--- src/hw/rtl/ncm_pkg.sv ---
// ----------------------------------------------------------------------------
// ncm_pkg
// Shared types and constants for the nearest color match block: transaction
// payloads, the pipeline tag and the operation codes.
// ----------------------------------------------------------------------------
package ncm_pkg;

   // Operation codes carried in the request opcode field.
   localparam logic OP_LOAD     = 1'b0;
   localparam logic OP_CLASSIFY = 1'b1;

   // Default table depth.
   localparam int MAX_COLORS_DEFAULT = 16;

   // Largest possible squared distance (3 * 255 * 255).
   localparam int MAX_DIST_SQ = 195075;

   // One reference color or one sensor sample.
   typedef struct packed {
      logic [7:0] red;
      logic [7:0] green;
      logic [7:0] blue;
   } color_type;

   // Request transaction payload.
   typedef struct packed {
      logic       opcode;
      logic [3:0] entry_index;
      logic [7:0] red;
      logic [7:0] green;
      logic [7:0] blue;
   } req_type;

   // Response transaction payload.
   typedef struct packed {
      logic        found;
      logic [3:0]  best_index;
      logic [17:0] best_distance_sq;
   } rsp_type;

   // Tag that travels alongside each table read through the distance pipeline.
   typedef struct packed {
      logic valid;
      logic last;
   } tag_type;

endpackage

--- src/hw/rtl/ncm_dist.sv ---
// ----------------------------------------------------------------------------
// ncm_dist
// Two-stage squared Euclidean distance unit. Stage one squares the three
// component differences, stage two sums them. The tag follows the data.
// ----------------------------------------------------------------------------
module ncm_dist (
   input  logic                clock,
   input  logic                reset,
   input  ncm_pkg::tag_type    tag_i,
   input  ncm_pkg::color_type  entry_i,
   input  ncm_pkg::color_type  sample_i,
   output ncm_pkg::tag_type    tag_o,
   output logic [17:0]         dist_o
);

   logic [7:0]       diff_r;
   logic [7:0]       diff_g;
   logic [7:0]       diff_b;
   logic [15:0]      sq_r_ff;
   logic [15:0]      sq_g_ff;
   logic [15:0]      sq_b_ff;
   logic [17:0]      dist_ff;
   ncm_pkg::tag_type tag1_ff;
   ncm_pkg::tag_type tag2_ff;

   // Absolute component differences.
   always_comb begin
      diff_r = (sample_i.red > entry_i.red) ? (sample_i.red - entry_i.red)
                                            : (entry_i.red - sample_i.red);
      diff_g = (sample_i.green > entry_i.green) ? (sample_i.green - entry_i.green)
                                                : (entry_i.green - sample_i.green);
      diff_b = (sample_i.blue > entry_i.blue) ? (sample_i.blue - entry_i.blue)
                                              : (entry_i.blue - sample_i.blue);
   end

   // Stage one: square each difference.
   always_ff @(posedge clock) begin
      sq_r_ff <= diff_r * diff_r;
      sq_g_ff <= diff_g * diff_g;
      sq_b_ff <= diff_b * diff_b;
   end

   // Stage two: sum the squares.
   always_ff @(posedge clock) begin
      dist_ff <= 18'(sq_r_ff) + 18'(sq_g_ff) + 18'(sq_b_ff);
   end

   // Tag pipeline; only the valid bit needs a reset.
   always_ff @(posedge clock) begin
      if (reset) begin
         tag1_ff <= '0;
         tag2_ff <= '0;
      end else begin
         tag1_ff <= tag_i;
         tag2_ff <= tag1_ff;
      end
   end

   assign tag_o  = tag2_ff;
   assign dist_o = dist_ff;

endmodule

--- src/hw/rtl/nearest_color_match_top.sv ---
// ----------------------------------------------------------------------------
// nearest_color_match_top
// Nearest reference color by squared Euclidean RGB distance over a table
// held in a synchronous memory.
//
//   Channel   Ports                     Transaction
//   request   start, busy, req_data     accepted when start is high, busy low
//   response  rsp_valid, rsp_data       one cycle strobe, always taken
//   config    csr_we, csr_wdata         color_count written when csr_we high
//
// A load never raises busy. A classify scans n = min(color_count,
// MAX_COLORS) entries, one memory read per cycle, then passes each read
// through the two distance stages and the compare; busy falls with the
// response. A classify with a count of zero responds in the next cycle
// without raising busy. Reset clears control state only; the table holds
// no reset value. The response side cannot stall.
// ----------------------------------------------------------------------------
module nearest_color_match_top #(
   parameter int MAX_COLORS = ncm_pkg::MAX_COLORS_DEFAULT
) (
   input  logic             clock,
   input  logic             reset,
   input  logic             start,
   output logic             busy,
   input  ncm_pkg::req_type req_data,
   output logic             rsp_valid,
   output ncm_pkg::rsp_type rsp_data,
   input  logic             csr_we,
   input  logic [4:0]       csr_wdata
);

   localparam int AW = (MAX_COLORS > 1) ? $clog2(MAX_COLORS) : 1;
   localparam int NW = $clog2(MAX_COLORS + 1);

   localparam logic ST_IDLE = 1'b0;
   localparam logic ST_SCAN = 1'b1;

   ncm_pkg::color_type mem [MAX_COLORS];

   logic               state_ff, state_in;
   logic [4:0]         count_ff;
   ncm_pkg::color_type sample_ff;
   logic               issue_ff, issue_in;
   logic [NW-1:0]      rd_cnt_ff, rd_cnt_in;
   logic [NW-1:0]      last_ff, last_in;
   ncm_pkg::color_type rd_data_ff;
   ncm_pkg::tag_type   rd_tag_ff;
   ncm_pkg::tag_type   cmp_tag;
   logic [17:0]        cmp_dist;
   logic [NW-1:0]      cmp_idx_ff, cmp_idx_in;
   logic               hit_ff, hit_in;
   logic [17:0]        best_dist_ff, best_dist_in;
   logic [NW-1:0]      best_idx_ff, best_idx_in;
   logic               rsp_valid_ff, rsp_valid_in;
   ncm_pkg::rsp_type   rsp_data_ff, rsp_data_in;

   logic               accept;
   logic               load_wr;
   logic [NW-1:0]      scan_len;
   logic               take_new;
   logic               rd_last;

   assign accept = start && (state_ff == ST_IDLE);

   // Loads beyond the table depth are dropped.
   assign load_wr = accept && (req_data.opcode == ncm_pkg::OP_LOAD) &&
                    (32'(req_data.entry_index) < 32'(MAX_COLORS));

   // A count above the table depth scans the whole table.
   assign scan_len = (32'(count_ff) > 32'(MAX_COLORS)) ? NW'(MAX_COLORS)
                                                       : NW'(count_ff);

   // Configuration register.
   always_ff @(posedge clock) begin
      if (reset) begin
         count_ff <= '0;
      end else if (csr_we) begin
         count_ff <= csr_wdata;
      end
   end

   // Table memory: one write port for loads, one registered read port for the scan.
   always_ff @(posedge clock) begin
      if (load_wr) begin
         mem[AW'(req_data.entry_index)] <= '{red:   req_data.red,
                                             green: req_data.green,
                                             blue:  req_data.blue};
      end
   end

   always_ff @(posedge clock) begin
      if (issue_ff) begin
         rd_data_ff <= mem[rd_cnt_ff[AW-1:0]];
      end
   end

   assign rd_last = (rd_cnt_ff == last_ff);

   always_ff @(posedge clock) begin
      if (reset) begin
         rd_tag_ff <= '0;
      end else begin
         rd_tag_ff <= '{valid: issue_ff, last: rd_last};
      end
   end

   // Distance pipeline.
   ncm_dist u_dist (
      .clock    (clock),
      .reset    (reset),
      .tag_i    (rd_tag_ff),
      .entry_i  (rd_data_ff),
      .sample_i (sample_ff),
      .tag_o    (cmp_tag),
      .dist_o   (cmp_dist)
   );

   // Strict-less compare keeps the first minimum.
   assign take_new = !hit_ff || (cmp_dist < best_dist_ff);

   // Sequencer, read issue and running minimum.
   always_comb begin
      state_in     = state_ff;
      issue_in     = issue_ff;
      rd_cnt_in    = rd_cnt_ff;
      last_in      = last_ff;
      cmp_idx_in   = cmp_idx_ff;
      hit_in       = hit_ff;
      best_dist_in = best_dist_ff;
      best_idx_in  = best_idx_ff;
      rsp_valid_in = 1'b0;
      rsp_data_in  = rsp_data_ff;

      case (state_ff)
         ST_IDLE: begin
            if (accept && (req_data.opcode == ncm_pkg::OP_CLASSIFY)) begin
               if (scan_len == '0) begin
                  rsp_valid_in = 1'b1;
                  rsp_data_in  = '0;
               end else begin
                  state_in   = ST_SCAN;
                  issue_in   = 1'b1;
                  rd_cnt_in  = '0;
                  last_in    = scan_len - NW'(1);
                  cmp_idx_in = '0;
                  hit_in     = 1'b0;
               end
            end
         end
         ST_SCAN: begin
            if (issue_ff) begin
               rd_cnt_in = rd_cnt_ff + NW'(1);
               if (rd_last) begin
                  issue_in = 1'b0;
               end
            end
            if (cmp_tag.valid) begin
               cmp_idx_in = cmp_idx_ff + NW'(1);
               if (take_new) begin
                  hit_in       = 1'b1;
                  best_dist_in = cmp_dist;
                  best_idx_in  = cmp_idx_ff;
               end
               if (cmp_tag.last) begin
                  state_in     = ST_IDLE;
                  rsp_valid_in = 1'b1;
                  rsp_data_in  = '{found:            1'b1,
                                   best_index:       4'(best_idx_in),
                                   best_distance_sq: best_dist_in};
               end
            end
         end
         default: begin
            state_in = ST_IDLE;
            issue_in = 1'b0;
         end
      endcase
   end

   // Control registers.
   always_ff @(posedge clock) begin
      if (reset) begin
         state_ff     <= ST_IDLE;
         issue_ff     <= 1'b0;
         rsp_valid_ff <= 1'b0;
      end else begin
         state_ff     <= state_in;
         issue_ff     <= issue_in;
         rsp_valid_ff <= rsp_valid_in;
      end
   end

   // Payload and scan bookkeeping registers.
   always_ff @(posedge clock) begin
      rd_cnt_ff    <= rd_cnt_in;
      last_ff      <= last_in;
      cmp_idx_ff   <= cmp_idx_in;
      hit_ff       <= hit_in;
      best_dist_ff <= best_dist_in;
      best_idx_ff  <= best_idx_in;
      rsp_data_ff  <= rsp_data_in;
      if (accept) begin
         sample_ff <= '{red: req_data.red, green: req_data.green, blue: req_data.blue};
      end
   end

   assign busy      = (state_ff == ST_SCAN);
   assign rsp_valid = rsp_valid_ff;
   assign rsp_data  = rsp_data_ff;

endmodule

--- config.mk ---
export PLATFORM = sky130hd
export DESIGN_NAME = nearest_color_match_top
export DESIGN_NICKNAME = d
export VERILOG_FILES = /design/src/hw/rtl/ncm_pkg.sv /design/src/hw/rtl/ncm_dist.sv /design/src/hw/rtl/nearest_color_match_top.sv
export SDC_FILE = /design/constraint.sdc
export NUM_CORES = 1
export LEC_CHECK = 0
export ABC_AREA = 1
export BUFFER_PORTS_ARGS = -buffer_cell sky130_fd_sc_hd__buf_2
export CORE_ASPECT_RATIO = 1.2
export CORE_MARGIN = 3
export CORE_UTILIZATION = 55
export CTS_CLUSTER_DIAMETER = 60
export CTS_CLUSTER_SIZE = 12
export DETAILED_ROUTE_END_ITERATION = 7
export PLACE_DENSITY = 0.71
export RECOVER_POWER = 100
export SKIP_LAST_GASP = 1
export SLEW_MARGIN = 25
export SYNTH_ARGS = -nofsm -noshare
export SYNTH_HDL_FRONTEND = slang
export SYNTH_SLANG_ARGS = --single-unit
--- constraint.sdc ---
create_clock -name clock -period 6.04 [get_ports clock]
set_input_delay 0.604 -clock clock [delete_from_list [all_inputs] [get_ports clock]]
set_output_delay 0.604 -clock clock [all_outputs]
set_load 0.005 [all_outputs]
==> reports/qor.yml, run 1 <==
outcome:
  outcome: "finished, violations left"
  violations: "capacitance limit, slew limit"
floorplanning:
  fp.dieH_um: 264
  die-area_um2: 58100
  start_util: 0.561
  die-width_um: 221
  core-area_um2: 54200
  io_pins: 63
  rows: 93
route:
  m1WireLength_um: 27500
  drc: 0
  highest_layer: "met5"
  dr.first_iter.drc_count: 1681
  drtAntennaViolNets: 0
  dr_wl_met2_um: 34400
  viasPerCell: 5.47
  firstDrtPassIters: 5
  met3WireLength_um: 3400
  finalWirelength_um: 67400
  routedWlPerCell_um: 17.8
  via_count: 20700
global_routing:
  grt_pass1_wl_um: 109000
  grt_overflow: 0
  grt_max_degree: 196
  grt_pass1_vias: 21200
  antenna_found_initial: 3
  grtUsageTotal: 0.236
sta:
  finalCriticalPeriod_ps: 5670
  rsz0062_at_grt: "true"
  fin_skew_ps: 43.8
  post-route-period-util: 0.939
  hold_violations: 0
  worstMarginPinSlew_ps: 3770
  max_freq_ghz: 0.176
  maxSlewHeadroom: -1.51
  setup-violations-final: 0
  worst_slack_ps: 369
  final_max_slew_viol_count: 418
logic_synthesis:
  synthArstFlopShare: 0
  synth_fa_ha_area_frac: 0.132
  synth_edf_count: 492
  avgSynthCellArea_um2: 10.2
  synth-compound-area-share: 0.0824
  syn_area_um2: 30400
  syn-num-nets: 3301
  syn_inst: 2992
  muxShareOfSynthArea: 0.00494
  yosysUniqueCellTypes: 46
  synthSimpleGateAreaFrac: 0.155
  synth_ff_type: "edfxtp_1"
  synth_xor_area_frac: 0.0239
  ys_ff_latch: 569
  yosysSeqAreaShare: 0.537
  synth_top_family_by_area: "simple AND/OR/NAND/NOR gates"
  yosys_warnings: 0
clocking:
  cts_tree: "yes"
  path_clk_slew_ps: 60
  postCtsSetupBuffers: 0
  numClockSinks: 569
  cts_hold_buf: 0
  worstSkewPairLatency_ps: 620
  cts_made_buffers: 56
  cts_root_buffer: "clkbuf_16"
  cts_max_level: 2
  clockBufferDepth: 3
  cts-resized-gates: 0
critical_path:
  slowest_delay_ps: 500
  reg2reg_depth: 27
  cp.arrival_ps: 6150
  r2r_end: "u_dist.sq_r_ff[12]"
  required_ps: 6520
  rr_startpoint: "sample_ff[16]"
  crit_type: "register to register"
  r2r_slack_ps: 370
  cp-start-kind: "register"
  crit_buf_inv: 3
  crit_path_end_kind: "register"
  cp_max_fo: 10
  slowest_stage: "fa_1"
  crit_family: "adder cells"
  crit_top_cell: "nand2_1"
pwr:
  irDropWorstVdd_uv: 538
  power.leakage_uw: 0.0140
  powerDensity_nw_per_um2: 583
place:
  dpl.cell_count: 3696
  place_hpwl_um: 44700
  gp_congestion: 0.850
  dp_slack_ps: 336
  io_buffers: 62
final_layout:
  stdcell_count: 3789
  fillerInstances: 4505
  final_common_cell: "edfxtp_1"
  layout_common_cells: "edfxtp_1, nand2_1, nor2_1"
  final_nets: 3351
  syn_to_final_growth_pct: 8.50
  drive_above_1_share: 0.0611
min_path:
  hp-start: "csr_wdata[1]"
  min_path_type: "input pin to register"
  holdPathStages: 3
  min_to: "count_ff[1]"
job:
  maxCapViolations: 10
final cells by class:
cell class	instances	area, um2	share of cell area
antenna	1	2.50	0.0000759
multi-input combinational	1912	12100	0.367
tap	712	891	0.0270
clock inverter	7	130	0.00394
sequential	569	16300	0.495
inverter	416	1570	0.0476
timing repair buffer	87	398	0.0121
clock buffer	85	1560	0.0474
state kept, by name, indices dropped and copies added, names as in the netlist:
name and count:
u_dist.sq_r_ff 15, rsp_data 23, mem 384, last_ff 5, rd_tag_ff 2, rd_data_ff 24
u_dist.sq_b_ff 15, u_dist.tag_o 2, cmp_idx_ff 4, rd_cnt_ff 5, issue_ff 1, best_idx_ff 4
busy 1, rsp_valid 1, best_dist_ff 18, sample_ff 24, hit_ff 1, count_ff 5
u_dist.sq_g_ff 15, u_dist.dist_o 18, u_dist.tag1_ff 2
power breakdown:
group / switching (uW) / internal, uW
registers: 135 / 4770
logic: 6750 / 4320
clock network: 1440 / 1830
how the worst max path moves through the flow:
stage	start	endpoint	slack [ps]	cells after the start
2_1_floorplan	sample_ff[8]	u_dist.sq_g_ff[13]	790	29
3_3_place_gp	sample_ff[8]	u_dist.sq_g_ff[13]	480	29
3_5_place_dp	sample_ff[16]	u_dist.sq_r_ff[13]	340	29
4_1_cts	sample_ff[16]	u_dist.sq_r_ff[13]	270	29
5_1_grt	sample_ff[16]	u_dist.sq_r_ff[13]	-10	29
6_report	sample_ff[16]	u_dist.sq_r_ff[12]	370	27
cells by family after synthesis:
logic type / count (synthesis)
AO/OA/AOI/OAI: 414
buffers and inverters: 511
adder cells (fa/ha/maj): 271
flip-flops: 569
AND/OR/NAND/NOR: 1129
XOR/XNOR: 83
multiplexers: 15
cells in the mapped netlist (9+ instances only):
library cell  instances  area, um2
edfxtp_1            492      14800
nand2_1             466       1750
nor2_1              443       1660
inv_1               396       1490
ha_1                189       2360
o21ai_0             183        916
nand3_1             131        656
a21oi_1              87        435
fa_1                 82       1640
dfxtp_1              77       1540
clkbuf_1             51        191
xor2_1               50        438
o32ai_1              48        420
buf_2                35        175
o211ai_1             34        255
xnor2_1              33        289
nand2_2              28        175
inv_2                15       56.3
mux2i_1              15        150
o221ai_1             15        131
nand4_1              14       87.6
o21bai_1             14        105
nand2_4              11        124
nor2_2               11       68.8
a21boi_0              9       67.6
layer usage:
metal | global-route usage | vias to the layer above
li1 | - | 10100
met5 | 0 | -
met3 | 0.0322 | 140
met4 | 0.0742 | 4
met1 | 0.298 | 9936
met2 | 0.420 | 540
worst min-delay path, stage by stage:
cell and delay, ps:
buf_2 80, nor2_1 40, nor2_1 80
metrics by stage:
| stage | util | power (uW) | setup TNS [ps] | hold slack (ps) | instance area (um2) |
|---|---|---|---|---|---|
| 6_report | 0.608 | 19200 | 0 | 220 | 33000 |
| 5_1_grt | 0.608 | 21200 | -24.8 | 216 | 33000 |
| 4_1_cts | 0.611 | 19400 | 0 | 189 | 33200 |
| 3_5_place_dp | 0.580 | 16000 | 0 | 396 | 31500 |
| 3_3_place_gp | 0.580 | 15700 | 0 | 388 | 31500 |
| 2_1_floorplan | - | 13500 | 0 | 388 | 30400 |
Power figures use the tool's default switching activity.
==> inputs of run 2 (changes only) <==
- RECOVER_POWER: 100 -> 25
==> reports/qor.yml, run 2 (synthesis gave the netlist of run 1 again) <==
outcome:
  outcome: "finished, final reports clean"
final_layout:
  layout_common_cells: "edfxtp_1, nand2_1, nor2_1"
  final_common_cell: "edfxtp_1"
  fin_util: 0.611  # +0.00286
  largest_register: "mem"
  largest_reg_flops: 384  # unchanged
  syn_to_final_growth_pct: 9.01
  largestRegisters: "mem: 384 flops, rd_data_ff: 24 flops, sample_ff: 24 flops"
  final_nets: 3351  # unchanged
  drive_above_1_share: 0.0774  # +0.0163
clocking:
  worstSkewPairLatency_ps: 620  # about the same
  clockBufferDepth: 3  # unchanged
  path_clk_slew_ps: 70  # about the same
  cts_root_buffer: "clkbuf_16"
  postCtsSetupBuffers: 0  # unchanged
  cts_tree: "yes"
  numClockSinks: 569  # unchanged
  cts_made_buffers: 56  # unchanged
  cts_max_level: 2  # unchanged
sta:
  fin_skew_ps: 44.5  # +0.668 ps
  rsz0062_at_grt: "true"
  hold_violations: 0  # unchanged
  maxSlewHeadroom: 0.324  # +1.84
  post-route-period-util: 0.931  # -0.00746
  final_max_slew_viol_count: 0  # -100%
  finalCriticalPeriod_ps: 5630  # -45.0 ps
  worst_slack_ps: 414  # +45.0 ps
  max_freq_ghz: 0.178  # +0.80%
  setup-violations-final: 0  # unchanged
  worstMarginPinSlew_ps: 1010  # -2750 ps
  whs_ps: 219  # -0.902 ps
  tns_ps: 0  # unchanged
floorplanning:
  rows: 93  # unchanged
  start_util: 0.561  # unchanged
  core-area_um2: 54200  # unchanged
  die-area_um2: 58100  # unchanged
  fp.dieH_um: 264  # unchanged
  io_pins: 63  # unchanged
  die-width_um: 221  # unchanged
critical_path:
  cp.arrival_ps: 6100  # -50 ps
  slowest_stage: "fa_1"
  cp-start-kind: "register"
  crit_type: "register to register"
  required_ps: 6510  # about the same
  crit_path_end_kind: "register"
  crit_family: "adder cells"
  crit_top_cell: "nand2_1"
  cp_max_fo: 9  # -1
  crit_buf_inv: 7  # +4
  slowest_delay_ps: 540  # +40 ps
place:
  dp_slack_ps: 336  # unchanged
  gp_congestion: 0.850  # unchanged
  place_hpwl_um: 44700  # unchanged
  io_buffers: 62  # unchanged
job:
  maxCapViolations: 0  # -10
global_routing:
  grt_max_degree: 196  # unchanged
  antenna_found_initial: 3  # unchanged
  grt_overflow: 0  # unchanged
  grt_pass1_wl_um: 109000  # unchanged
  grtUsageTotal: 0.236  # unchanged
  grt_pass1_vias: 21200  # unchanged
route:
  routedWlPerCell_um: 17.8  # about the same
  viasPerCell: 5.47  # +0.15%
  drc: 0  # unchanged
  via_count: 20700  # +0.15%
  firstDrtPassIters: 6  # +1
  dr.first_iter.drc_count: 1727  # +2.7%
  finalWirelength_um: 67400  # about the same
  drtAntennaViolNets: 0  # unchanged
pwr:
  power.leakage_uw: 0.0141  # +0.87%
  powerDensity_nw_per_um2: 580  # -0.46%
  irDropWorstVdd_uv: 539  # about the same
min_path:
  min_path_type: "input pin to register"
[run 2: cell types whose count changed in the layout (fill, tap and decap cells not counted), sizes merged]
cell	before	now
buf	30	67
clkbuf	142	105
[run 2: worst register-to-register path: cells and delay by family, from the launching register on]
family | cells | cell delay [ps]
buffers and inverters | 7 | 440
and+or+nand+nor | 12 | 1180
DFF | 1 | 410
AOI/OAI and AO/OA | 3 | 570
adders and majority gates | 7 | 2900
[run 2: power by group]
group | internal [uW] | switching (uW)
registers | 4770 | 135
logic | 4320 | 6750
clock network | 1830 | 1430
total | 10900 | 8320
[run 2: cell type report]
class	instances	area, um2
Multi-Input combinational cell	1912	12200
Tap cell	712	891
Sequential cell	569	16300
Inverter	416	1570
Antenna cell	1	2.50
Clock buffer	85	1560
Timing Repair Buffer	87	498
Fill cell	4467	21100
Clock inverter	7	130
[run 2: routing by layer]
layer | share of wire | track usage | wire (um) | up-vias
li1 | - | - | - | 10100
met2 | 0.51 | 0.420 | 34300 | 545
met4 | 0.032 | 0.0742 | 2160 | 4
met3 | 0.052 | 0.0322 | 3510 | 143
met1 | 0.41 | 0.298 | 27300 | 9962
met5 | 0.00043 | 0 | 29 | -
[run 2: path summary, 6_finish.rpt]
check                                     endpoint     startpoint  slack (ps)  depth (start not counted)
worst max-delay path            u_dist.sq_r_ff[13]  sample_ff[16]         410                         29
worst min-delay path                   count_ff[1]   csr_wdata[1]         220                          3
worst max register to register  u_dist.sq_r_ff[13]  sample_ff[16]         410                         29
worst min register to register   u_dist.tag1_ff[1]   rd_tag_ff[1]         400                          2
[run 2: timing repair]
action,4_1_cts,5_1_grt
endpoints found under the setup margin,0,6
hold buffers,0,0
resized for setup,0,5
[run 2: stage by stage]
step | cell area (um2) | total power, uW | cells
finish | 33100 | 19200 | 3789
floorplan | 30400 | 13500 | 2992
global placement | 31500 | 15700 | 3696
detailed placement | 31500 | 16000 | 3696
global route | 33100 | 21200 | 3788
CTS | 33200 | 19400 | 3788
==> inputs of run 3 (changes only) <==
- CELL_PAD_IN_SITES_DETAIL_PLACEMENT: unset -> 0
- CELL_PAD_IN_SITES_GLOBAL_PLACEMENT: unset -> 1
- CORE_UTILIZATION: 55 -> 51
- CTS_CLUSTER_DIAMETER: 60 -> 200
- PLACE_DENSITY: 0.71 -> unset
- PLACE_DENSITY_LB_ADDON: unset -> 0.1
==> reports/qor.yml, run 3 (synthesis gave the netlist of run 1 again) <==
outcome:
  outcome: "finished, final reports clean"
global_routing:
  grt_max_degree: 198  # +1.0%
  grt_pass1_wl_um: 109000  # -0.51%
  grt_pass1_vias: 20400  # -3.8%
  grt_overflow: 0  # unchanged
  grtUsageTotal: 0.219  # -0.0167
  antenna_found_initial: 2  # -1
place:
  place_hpwl_um: 44200  # -1.2%
  io_buffers: 62  # unchanged
  gp_congestion: 0.830  # -2.3%
  dpl.cell_count: 3775  # +2.1%
  place_area_um2: 31600  # +0.31%
sta:
  max_freq_ghz: 0.178  # +0.12%
  post-route-period-util: 0.930  # -0.00112
  rsz0062_at_grt: "true"
  maxSlewHeadroom: 0.149  # -0.174
  hold_violations: 0  # unchanged
  final_max_slew_viol_count: 0  # unchanged
  finalCriticalPeriod_ps: 5620  # -6.77 ps
  setup-violations-final: 0  # unchanged
  worstMarginPinSlew_ps: 1280  # +262 ps
  fin_skew_ps: 66.1  # +21.7 ps
final_layout:
  largest_reg_flops: 384  # unchanged
  final_common_cell: "edfxtp_1"
  stdcell_count: 3864  # +2.0%
  finalInstanceArea_um2: 33100  # -0.19%
  syn_to_final_growth_pct: 8.80
  layout_common_cells: "edfxtp_1, nand2_1, nor2_1"
  largestRegisters: "mem: 384 flops, rd_data_ff: 24 flops, sample_ff: 24 flops"
  largest_register: "mem"
  drive_above_1_share: 0.0752  # -0.00215
  final_nets: 3347  # -0.12%
pwr:
  irDropWorstVdd_uv: 461  # -14%
  powerDensity_nw_per_um2: 572  # -1.5%
  power.leakage_uw: 0.0140  # -0.52%
critical_path:
  cp_max_fo: 9  # unchanged
  slowest_stage: "fa_1"
  cp-start-kind: "register"
  slowest_delay_ps: 540  # about the same
  cp.arrival_ps: 6090  # about the same
  crit_top_cell: "nand2_1"
  required_ps: 6520  # about the same
  crit_type: "register to register"
  crit_path_end_kind: "register"
clocking:
  clockBufferDepth: 3  # unchanged
  path_clk_slew_ps: 60  # about the same
  cts-resized-gates: 0  # unchanged
  numClockSinks: 569  # unchanged
  cts_tree: "yes"
  cts_root_buffer: "clkbuf_16"
  cts_hold_buf: 0  # unchanged
  cts_made_buffers: 53  # -5.4%
  postCtsSetupBuffers: 0  # unchanged
  cts_max_level: 2  # unchanged
  worstSkewPairLatency_ps: 630  # about the same
floorplanning:
  die-area_um2: 62600  # +7.6%
  rows: 97  # +4.3%
  start_util: 0.518  # -0.0431
  core-area_um2: 58700  # +8.3%
  die-width_um: 229  # +3.7%
  fp.dieH_um: 273  # +3.8%
  io_pins: 63  # unchanged
route:
  dr.first_iter.drc_count: 1179  # -32%
  via_count: 20300  # -2.1%
  firstDrtPassIters: 5  # -1
  routedWlPerCell_um: 17.6  # -0.81%
  drc: 0  # unchanged
  viasPerCell: 5.26  # -4.0%
  finalWirelength_um: 68100  # +1.2%
  drtAntennaViolNets: 0  # unchanged
min_path:
  min_path_type: "input pin to register"
job:
  maxCapViolations: 0  # unchanged
==> run 3: cell count changes in the layout (fill, tap and decap cells not counted), sizes merged <==
cell	change
bufinv	-1
buf	+2
clkinv	-2
clkbuf	-4
==> run 3: area by class of cell <==
| type | count | area, um2 |
|---|---|---|
| multi-input cells | 1912 | 12200 |
| clock inverters | 4 | 88.8 |
| fillers | 5181 | 25700 |
| flip-flops and latches | 569 | 16300 |
| inverters | 416 | 1570 |
| well taps | 792 | 991 |
| clock buffers | 84 | 1440 |
| repair buffers | 86 | 507 |
| diodes | 1 | 2.50 |
==> run 3: worst paths after layout <==
path | from | endpoint | slack, ps | cells past startpoint
worst min register to register | rd_tag_ff[0] | u_dist.tag1_ff[0] | 400 | 2
worst max register to register | sample_ff[16] | u_dist.sq_r_ff[13] | 420 | 29
worst min-delay path | csr_wdata[0] | count_ff[0] | 200 | 3
worst max-delay path | sample_ff[16] | u_dist.sq_r_ff[13] | 420 | 29
==> run 3: critical path: cells and delay by family (launching register included) <==
family	cells	cell delay [ps]
buf+inv	7	430
compound gates	3	630
simple gates	12	1140
flops	1	390
fa+ha+maj	7	2880
==> run 3: through the flow <==
step	setup TNS, ps	total power, uW	worst slack, ps	util	hold WS (ps)
2_1_floorplan	0	13500	789	-	388
3_3_place_gp	0	15900	473	0.537	389
4_1_cts	0	19200	256	0.563	165
5_1_grt	-50.3	20900	-50.3	0.563	195
3_5_place_dp	0	16000	330	0.537	397
6_report	0	18900	421	0.563	197
==> run 3: where the power goes <==
part           switching [uW]  total (uW)  leakage (uW)  internal (uW)
clock network            1420        3060      0.000727           1640
logic                    6660       10900       0.00817           4280
registers                 149        4920       0.00511           4770
==> run 3: per-layer routing <==
metal  part of all wire  track usage  vias up
met3              0.036       0.0275      120
met4              0.030       0.0661        0
li1                   -            -    10100
met1               0.43        0.268     9744
met2               0.51        0.406      362
met5                  0            0        -
